==> src/rtl/fifo_queue_with_match_remove_macros.svh <==
// Assertion helpers shared by the RTL. Both sample on i_clk and are
// switched off while i_rst_n is low.
`ifndef FIFO_QUEUE_WITH_MATCH_REMOVE_MACROS_SVH
`define FIFO_QUEUE_WITH_MATCH_REMOVE_MACROS_SVH

// The consequent must hold in the same cycle as the antecedent.
`define FQMR_ASSERT_NOW(lbl, ante, cons, msg) \
    lbl: assert property (@(posedge i_clk) disable iff (!i_rst_n) (ante) |-> (cons)) \
        else $error(msg);

// The consequent must hold in the cycle after the antecedent.
`define FQMR_ASSERT_NEXT(lbl, ante, cons, msg) \
    lbl: assert property (@(posedge i_clk) disable iff (!i_rst_n) (ante) |=> (cons)) \
        else $error(msg);

`endif

==> src/rtl/fqmr_pkg.sv <==
`default_nettype none

package fqmr_pkg;

    // Widths of the value fields on the ports.
    localparam int DATA_BITS = 32;
    // Widest stored value that a configuration may ask for.
    localparam int MAX_VALUE_BITS = 64;

    localparam int DEF_QUEUE_DEPTH = 16;
    localparam int DEF_VALUE_BITS  = 32;

    typedef enum logic [1:0] {
        FUNC_PUSH   = 2'd0,
        FUNC_POP    = 2'd1,
        FUNC_REMOVE = 2'd2,
        FUNC_LIST   = 2'd3
    } t_func;

    typedef enum logic [1:0] {
        STAT_OK    = 2'd0,
        STAT_FULL  = 2'd1,
        STAT_EMPTY = 2'd2
    } t_status;

    // Controls from the sequencer to the entry store.
    typedef struct packed {
        logic we;
        logic re;
    } t_mem_ctl;

    // One result transaction as produced by the sequencer.
    typedef struct packed {
        t_status               status;
        logic                  removed;
        logic [DATA_BITS-1:0]  entry_value;
        logic                  entry_valid;
        logic [DATA_BITS-1:0]  front_value;
        logic                  queue_empty;
        logic                  last;
    } t_result;

endpackage

`default_nettype wire

==> src/rtl/fqmr_store.sv <==
`default_nettype none

module fqmr_store #(
    parameter int QUEUE_DEPTH = fqmr_pkg::DEF_QUEUE_DEPTH,
    parameter int VALUE_BITS  = fqmr_pkg::DEF_VALUE_BITS
) (
    input  wire                              i_clk,
    input  fqmr_pkg::t_mem_ctl               i_ctl,
    input  wire  [$clog2(QUEUE_DEPTH)-1:0]   i_waddr,
    input  wire  [VALUE_BITS-1:0]            i_wdata,
    input  wire  [$clog2(QUEUE_DEPTH)-1:0]   i_raddr,
    output logic [VALUE_BITS-1:0]            o_rdata
);
    import fqmr_pkg::*;

    // Entry store: one write and one registered read per cycle.
    logic [VALUE_BITS-1:0] r_mem [QUEUE_DEPTH];
    logic [VALUE_BITS-1:0] r_rdata;

    always_ff @(posedge i_clk) begin
        if (i_ctl.we) begin
            r_mem[i_waddr] <= i_wdata;
        end
        if (i_ctl.re) begin
            r_rdata <= r_mem[i_raddr];
        end
    end

    assign o_rdata = r_rdata;

endmodule

`default_nettype wire

==> src/rtl/fqmr_seq.sv <==
`default_nettype none
`include "fifo_queue_with_match_remove_macros.svh"

module fqmr_seq #(
    parameter int QUEUE_DEPTH = fqmr_pkg::DEF_QUEUE_DEPTH,
    parameter int VALUE_BITS  = fqmr_pkg::DEF_VALUE_BITS
) (
    input  wire                                i_clk,
    input  wire                                i_rst_n,
    input  wire                                i_valid,
    output logic                               o_ready,
    input  fqmr_pkg::t_func                    i_func,
    input  wire  [fqmr_pkg::DATA_BITS-1:0]     i_data,
    output logic                               o_res_valid,
    output fqmr_pkg::t_result                  o_res,
    input  wire                                i_res_ready,
    output fqmr_pkg::t_mem_ctl                 o_mem_ctl,
    output logic [$clog2(QUEUE_DEPTH)-1:0]     o_waddr,
    output logic [VALUE_BITS-1:0]              o_wdata,
    output logic [$clog2(QUEUE_DEPTH)-1:0]     o_raddr,
    input  wire  [VALUE_BITS-1:0]              i_rdata
);
    import fqmr_pkg::*;

    localparam int AW = $clog2(QUEUE_DEPTH);
    localparam int CW = $clog2(QUEUE_DEPTH + 1);

    typedef enum logic [7:0] {
        S_IDLE = 8'b0000_0001,
        S_RD   = 8'b0000_0010,
        S_CMP  = 8'b0000_0100,
        S_SHR  = 8'b0000_1000,
        S_SHW  = 8'b0001_0000,
        S_EMIT = 8'b0010_0000,
        S_LRD  = 8'b0100_0000,
        S_LEM  = 8'b1000_0000
    } t_state;

    t_state                r_state, n_state;
    logic [CW-1:0]         r_count, n_count;
    logic [CW-1:0]         r_idx, n_idx;
    logic [VALUE_BITS-1:0] r_key, n_key;
    logic [VALUE_BITS-1:0] r_front, n_front;
    logic [VALUE_BITS-1:0] r_eval, n_eval;
    logic                  r_evalid, n_evalid;
    logic                  r_removed, n_removed;
    t_status               r_status, n_status;

    logic [MAX_VALUE_BITS-1:0] in_wide;
    logic [VALUE_BITS-1:0]     v_in;
    logic [MAX_VALUE_BITS-1:0] front_wide, eval_wide, rdata_wide;
    logic [CW-1:0]             idx_inc, idx_dec;
    logic                      key_hit;
    logic                      list_last;
    logic                      full_push;
    logic                      idx_held;

    assign in_wide    = MAX_VALUE_BITS'(i_data);
    assign v_in       = in_wide[VALUE_BITS-1:0];
    assign front_wide = MAX_VALUE_BITS'(r_front);
    assign eval_wide  = MAX_VALUE_BITS'(r_eval);
    assign rdata_wide = MAX_VALUE_BITS'(i_rdata);
    assign idx_inc    = CW'(r_idx + CW'(1));
    assign idx_dec    = CW'(r_idx - CW'(1));
    // The one shared comparator used by the removal scan.
    assign key_hit    = (i_rdata == r_key);
    assign list_last  = (idx_inc == r_count);
    assign full_push  = i_valid && o_ready && (i_func == FUNC_PUSH) &&
                        (r_count == CW'(QUEUE_DEPTH));
    assign idx_held   = (r_idx != '0) && (r_idx < r_count);

    always_comb begin
        n_state   = r_state;
        n_count   = r_count;
        n_idx     = r_idx;
        n_key     = r_key;
        n_front   = r_front;
        n_eval    = r_eval;
        n_evalid  = r_evalid;
        n_removed = r_removed;
        n_status  = r_status;

        o_ready     = 1'b0;
        o_mem_ctl   = '0;
        o_waddr     = idx_dec[AW-1:0];
        o_wdata     = i_rdata;
        o_raddr     = r_idx[AW-1:0];
        o_res_valid = 1'b0;

        o_res.status      = r_status;
        o_res.removed     = r_removed;
        o_res.entry_value = eval_wide[DATA_BITS-1:0];
        o_res.entry_valid = r_evalid;
        o_res.front_value = (r_count == '0) ? '0 : front_wide[DATA_BITS-1:0];
        o_res.queue_empty = (r_count == '0);
        o_res.last        = 1'b1;

        unique case (r_state)
            S_IDLE: begin
                o_ready = 1'b1;
                if (i_valid) begin
                    n_removed = 1'b0;
                    n_eval    = '0;
                    n_evalid  = 1'b0;
                    n_status  = STAT_OK;
                    n_key     = v_in;
                    n_idx     = '0;
                    n_state   = S_EMIT;
                    unique case (i_func)
                        FUNC_PUSH: begin
                            if (r_count == CW'(QUEUE_DEPTH)) begin
                                n_status = STAT_FULL;
                            end else begin
                                o_mem_ctl.we = 1'b1;
                                o_waddr      = r_count[AW-1:0];
                                o_wdata      = v_in;
                                if (r_count == '0) begin
                                    n_front = v_in;
                                end
                                n_count = CW'(r_count + CW'(1));
                            end
                        end
                        FUNC_POP: begin
                            if (r_count == '0) begin
                                n_status = STAT_EMPTY;
                            end else begin
                                n_eval   = r_front;
                                n_evalid = 1'b1;
                                n_idx    = CW'(1);
                                n_state  = S_SHR;
                            end
                        end
                        FUNC_REMOVE: begin
                            if (r_count != '0) begin
                                n_state = S_RD;
                            end
                        end
                        FUNC_LIST: begin
                            if (r_count != '0) begin
                                n_state = S_LRD;
                            end
                        end
                        default: begin
                            n_state = S_EMIT;
                        end
                    endcase
                end
            end
            S_RD: begin
                o_mem_ctl.re = 1'b1;
                n_state      = S_CMP;
            end
            S_CMP: begin
                n_idx = idx_inc;
                if (key_hit) begin
                    n_removed = 1'b1;
                    n_state   = S_SHR;
                end else if (idx_inc == r_count) begin
                    n_state = S_EMIT;
                end else begin
                    n_state = S_RD;
                end
            end
            S_SHR: begin
                if (r_idx >= r_count) begin
                    n_count = CW'(r_count - CW'(1));
                    n_state = S_EMIT;
                end else begin
                    o_mem_ctl.re = 1'b1;
                    n_state      = S_SHW;
                end
            end
            S_SHW: begin
                o_mem_ctl.we = 1'b1;
                if (idx_dec == '0) begin
                    n_front = i_rdata;
                end
                n_idx   = idx_inc;
                n_state = S_SHR;
            end
            S_EMIT: begin
                o_res_valid = 1'b1;
                if (i_res_ready) begin
                    n_state = S_IDLE;
                end
            end
            S_LRD: begin
                o_mem_ctl.re = 1'b1;
                n_state      = S_LEM;
            end
            S_LEM: begin
                o_res_valid       = 1'b1;
                o_res.status      = STAT_OK;
                o_res.removed     = 1'b0;
                o_res.entry_value = rdata_wide[DATA_BITS-1:0];
                o_res.entry_valid = 1'b1;
                o_res.last        = list_last;
                if (i_res_ready) begin
                    if (list_last) begin
                        n_state = S_IDLE;
                    end else begin
                        n_idx   = idx_inc;
                        n_state = S_LRD;
                    end
                end
            end
            default: begin
                n_state = S_IDLE;
            end
        endcase
    end

    always_ff @(posedge i_clk) begin
        if (!i_rst_n) begin
            r_state <= S_IDLE;
            r_count <= '0;
        end else begin
            r_state <= n_state;
            r_count <= n_count;
        end
        r_idx     <= n_idx;
        r_key     <= n_key;
        r_front   <= n_front;
        r_eval    <= n_eval;
        r_evalid  <= n_evalid;
        r_removed <= n_removed;
        r_status  <= n_status;
    end

    `FQMR_ASSERT_NOW(a_count_bound, 1'b1, r_count <= CW'(QUEUE_DEPTH), "count above depth")
    `FQMR_ASSERT_NEXT(a_full_push_keeps, full_push, $stable(r_count), "full push moved count")
    `FQMR_ASSERT_NOW(a_shift_index, r_state == S_SHW, idx_held, "shift outside held entries")
    `FQMR_ASSERT_NOW(a_list_index, r_state == S_LEM, r_idx < r_count, "list beyond back entry")

endmodule

`default_nettype wire

==> src/rtl/fifo_queue_with_match_remove.sv <==
// Push is accepted in the idle state, forms its result in the emit state, then waits in the
// output register; a new transaction is taken only after the last one delivered all its results.
// Pop and remove walk the entry store through its single read port: a pop or a hit shifts
// each later entry with a read state and a write state, a removal scan reads and compares
// one entry at a time, and list reads each entry before emitting its result. Synchronous
// active-low reset empties the queue; stored entries are not cleared.
`default_nettype none

module fifo_queue_with_match_remove #(
    parameter int QUEUE_DEPTH = fqmr_pkg::DEF_QUEUE_DEPTH,
    parameter int VALUE_BITS  = fqmr_pkg::DEF_VALUE_BITS
) (
    input  wire         i_clk,
    input  wire         i_rst_n,
    // Input channel.
    input  wire         i_s_tvalid,
    output logic        o_s_tready,
    input  wire  [31:0] i_s_tdata,   // [31:0] data_value
    input  wire  [1:0]  i_s_tuser,   // [1:0] func
    // Result channel.
    output logic        o_m_tvalid,
    input  wire         i_m_tready,
    output logic [63:0] o_m_tdata,   // [31:0] entry_value, [63:32] front_value
    output logic [4:0]  o_m_tuser,   // [1:0] status, [2] removed, [3] entry_valid, [4] queue_empty
    output logic        o_m_tlast    // last result of the input transaction
);
    import fqmr_pkg::*;

    localparam int AW = $clog2(QUEUE_DEPTH);

    t_mem_ctl              mem_ctl;
    logic [AW-1:0]         mem_waddr, mem_raddr;
    logic [VALUE_BITS-1:0] mem_wdata, mem_rdata;
    logic                  res_valid, res_ready;
    t_result               res;

    // Output register: a finished result waits here while the sequencer is
    // free to form the next one.
    logic    r_out_valid;
    t_result r_out;

    // The sequencer owns all queue state and drives the store. It only takes
    // a new transaction once the previous one has delivered all its results.
    fqmr_seq #(
        .QUEUE_DEPTH (QUEUE_DEPTH),
        .VALUE_BITS  (VALUE_BITS)
    ) u_seq (
        .i_clk       (i_clk),
        .i_rst_n     (i_rst_n),
        .i_valid     (i_s_tvalid),
        .o_ready     (o_s_tready),
        .i_func      (t_func'(i_s_tuser)),
        .i_data      (i_s_tdata),
        .o_res_valid (res_valid),
        .o_res       (res),
        .i_res_ready (res_ready),
        .o_mem_ctl   (mem_ctl),
        .o_waddr     (mem_waddr),
        .o_wdata     (mem_wdata),
        .o_raddr     (mem_raddr),
        .i_rdata     (mem_rdata)
    );

    fqmr_store #(
        .QUEUE_DEPTH (QUEUE_DEPTH),
        .VALUE_BITS  (VALUE_BITS)
    ) u_store (
        .i_clk   (i_clk),
        .i_ctl   (mem_ctl),
        .i_waddr (mem_waddr),
        .i_wdata (mem_wdata),
        .i_raddr (mem_raddr),
        .o_rdata (mem_rdata)
    );

    // The register can take a new result when empty or when being drained.
    assign res_ready = !r_out_valid || i_m_tready;

    always_ff @(posedge i_clk) begin
        if (!i_rst_n) begin
            r_out_valid <= 1'b0;
        end else if (res_ready) begin
            r_out_valid <= res_valid;
        end
        if (res_ready && res_valid) begin
            r_out <= res;
        end
    end

    assign o_m_tvalid = r_out_valid;
    assign o_m_tdata  = {r_out.front_value, r_out.entry_value};
    assign o_m_tuser  = {r_out.queue_empty, r_out.entry_valid, r_out.removed, r_out.status};
    assign o_m_tlast  = r_out.last;

endmodule

`default_nettype wire

==> config.mk <==
export PLATFORM = sky130hd
export DESIGN_NAME = fifo_queue_with_match_remove
export DESIGN_NICKNAME = d
export VERILOG_FILES = /design/src/rtl/fqmr_pkg.sv /design/src/rtl/fqmr_store.sv /design/src/rtl/fqmr_seq.sv /design/src/rtl/fifo_queue_with_match_remove.sv
export VERILOG_INCLUDE_DIRS = /design/src /design/src/rtl
export SDC_FILE = /design/constraint.sdc
export NUM_CORES = 1
export LEC_CHECK = 0
export BUFFER_PORTS_ARGS = -buffer_cell sky130_fd_sc_hd__buf_2
export CORE_UTILIZATION = 35
export DETAILED_ROUTE_END_ITERATION = 8
export PLACE_DENSITY_LB_ADDON = 0.12
export REMOVE_ABC_BUFFERS = 1
export SETUP_SLACK_MARGIN = 0.2
export SLEW_MARGIN = 20
export SYNTH_ARGS = -nofsm -noshare
export SYNTH_HDL_FRONTEND = slang
export SYNTH_SLANG_ARGS = --single-unit
==> constraint.sdc <==
create_clock -name i_clk -period 6 [get_ports i_clk]
set_clock_uncertainty 0.15 [all_clocks]
set_input_delay 0.3 -clock i_clk [delete_from_list [all_inputs] [get_ports i_clk]]
set_output_delay 0.3 -clock i_clk [all_outputs]
set_load 0.02 [all_outputs]
==> metrics <==
Reg area=roughly 0.022 mm^2; fraction of the yosys area taken by sequential cells=0.747; HP Class=in2reg; number of global-route vias before repair=15,700; global-route wire length before repair=~110 mm; arrival time at the worst endpoint=between 4 and 5 ns; number of flops mapped to enable cells by yosys=about 720; Die Y=just under 300 um; clk slew on worst S/H paths=0.06 ns; initial core utilization=0.355; IR Drop Worst-Case VDD=~190 uV; Post-Layout Cell Count=~3,000; Pleak=about 0.011 uW; WP data required=a little over 6 ns; layout cell share with drive strength beyond 1=0.216; fmax=between 200 and 250 MHz; design area=between 0.03 and 0.04 mm^2; yosys warns=0; Num CTS Buffers=between 80 and 90; Final Hold Fails=0; Multi-input gate area=roughly 0.007 mm^2; crit share post-route=0.745; CP max stage delay=about 0.72 ns; Critical Path Sink Type=register; synthesized flop and latch total=between 700 and 800; Syn Std Cell Area=roughly 0.029 mm^2; Worst path slowest cell=nor2_4; dpl cells=between 2,000 and 3,000; Routed Antenna Nets=0; critical path class=reg2reg; flop2flop setup slack=around 1.5 ns; vias per cell=a little over 5; Area after DPL=about 0.031 mm^2; Setup TNS=0 ns; setup bufs post-CTS=0; endpoints failing setup=0; CTS tree=built; RSZ-0062 raised after global routing=false; 1st-pass router iterations=5; max cap viols=0; ys async rst share=0; prevailing post-synth register cell=edfxtp_1; Total GRT Usage=0.172; critical-path cell list=or4_4, nor2b_2, nand3_4, o32a_1, nor2_4, buf_4; Worst slew margin=0.254; Layout area overhead=16.9%; I/O Buffers=around 110; pwr/cell area=between 300 and 400 mW/mm^2; CTS Root Cell=clkbuf_16; CTS H-tree depth=3; Design Power=around 13,000 uW; CP startpoint kind=register; cell row count=105; CTS Sinks=between 700 and 800; DRC viols=0; total grt overflow=0; syn_area_per_cell=17.4 um^2; Die Wd=roughly 290 um; Worst-Margin Slew=1.12 ns; crit-path max FO=36; antenna violations before repair=1; DR iter-0 viols=slightly above 1,000; Synth Instances=~1,700; final slew viol count=0; # fillers=about 7,400; clock buffer depth=3; Vias=15,200; io pins=110; die footprint=between 0.08 and 0.09 mm^2; count of cell types in the netlist=58; Post-DP HPWL=44.0 mm; status=complete, no violations; drt total wl=around 73 mm; pin count of the biggest net entering global routing=just over 100; Nets=about 1,900; GPL Wtd Cong=roughly 0.76; crit path time final=approximately 4.5 ns; CORE AREA=0.0824 mm^2; wire per inst=between 20 and 25 um; Clock Latency Late Sink=0.62 ns
synthesized netlist by cell type (5+ instances only):
cell	count	area (um^2)
a21oi_1	46	230
nand4_1	10	62.6
a221oi_1	32	280
mux2_2	58	653
buf_1	5	18.8
and2_1	33	206
nand3_1	5	25.0
dfxtp_1	14	280
nand2_1	174	653
xnor2_1	45	394
ha_1	11	138
xor2_1	5	43.8
nor2_1	64	240
buf_2	27	135
clkbuf_1	42	158
inv_1	11	41.3
nor3_1	12	60.1
edfxtp_1	719	21600
a31oi_1	9	56.3
o21ai_0	34	170
nor2b_1	42	263
mux4_2	66	1490
mux2_1	6	67.6
mux2i_1	126	1260
a22oi_1	31	233
metal layers:
layer	global-route usage	up-vias	routed length (um)
met5	0	-	0
met4	0.0462	0	1280
met3	0.0243	84	2500
met2	0.286	297	35400
met1	0.236	7850	33700
li1	-	6941	-
stage by stage:
stage	setup WS, ns	utilization	hold WS (ns)
6_report	1.53	0.415	0.271
5_1_grt	1.33	0.415	0.260
4_1_cts	1.46	0.415	0.234
3_5_place_dp	1.48	0.380	0.340
3_3_place_gp	1.63	0.380	0.337
2_1_floorplan	-5.99	-	0.226
cell usage in the layout (no fill, tap or decap), drive strengths merged, types with 5 or more instances in the layout:
master,n
a31oi,9
buf,147
xnor2,45
nand2,174
edfxtp,719
nor2b,43
mux2i,126
nor2,64
inv,12
clkinv,42
dlygate4sd3,40
and2,33
a221oi,33
o21ai,35
mux4,66
dfxtp,14
mux2,64
a22oi,31
nand4,10
nand3,6
xor2,5
nor4,5
nor3,12
ha,11
clkbuf,100
a21oi,46
what timing repair did:
action,CTS,global route
hold buffers,40,0
hold endpoints to repair,80,0
gates resized for setup,0,0
sequential cells by signal, summed over array words and instances (netlist names):
signal           flops
u_seq.r_idx          5
u_seq.r_status       2
o_m_tdata           64
u_seq.r_count        5
u_seq.r_key         32
u_store.r_mem      512
u_seq.r_evalid       1
o_m_tvalid           1
u_store.o_rdata     32
u_seq.r_removed      1
u_seq.r_state        8
u_seq.r_eval        32
o_m_tuser            5
o_m_tlast            1
u_seq.r_front       32
cells by family after synthesis:
group                    share of synthesized area
buffers and inverters                       0.0143
multiplexers                                 0.119
AND/OR/NAND/NOR                             0.0614
adder cells (fa/ha/maj)                    0.00539
AO/OA/AOI/OAI                               0.0381
XOR/XNOR                                    0.0150
flip-flops                                   0.747
layout make-up:
| class | instances | share of cell area |
|---|---|---|
| Multi-Input combinational cell | 857 | 0.209 |
| Tap cell | 1070 | 0.0391 |
| Clock buffer | 100 | 0.0632 |
| Timing Repair Buffer | 187 | 0.0375 |
| Sequential cell | 733 | 0.640 |
| Clock inverter | 49 | 0.00995 |
| Inverter | 11 | 0.00124 |
| Antenna cell | 1 | 0.0000732 |
worst paths after layout:
kind                                       start              endpoint  cells past startpoint
worst max-delay path            u_seq.r_state[5]  u_store.r_mem[8][10]                      6
worst min-delay path                i_s_tdata[6]        u_seq.r_key[6]                      2
worst max register to register  u_seq.r_state[5]  u_store.r_mem[8][10]                      6
worst min register to register    u_seq.r_evalid          o_m_tuser[3]                      1
worst max-delay path, delay by kind of cell, from the launching register on:
family                 cells  cell delay [ns]
flip-flops                 1             0.44
AND/OR/NAND/NOR            4             2.51
AO/OA/AOI/OAI              1             0.69
buffers and inverters      1             0.35
power by group:
part           internal (uW)  switching [uW]  leakage [uW]
clock                   2690            2000       0.00122
combinational            628            1170       0.00351
sequential              6010            97.9       0.00666
(Power assumes the default switching activity.)
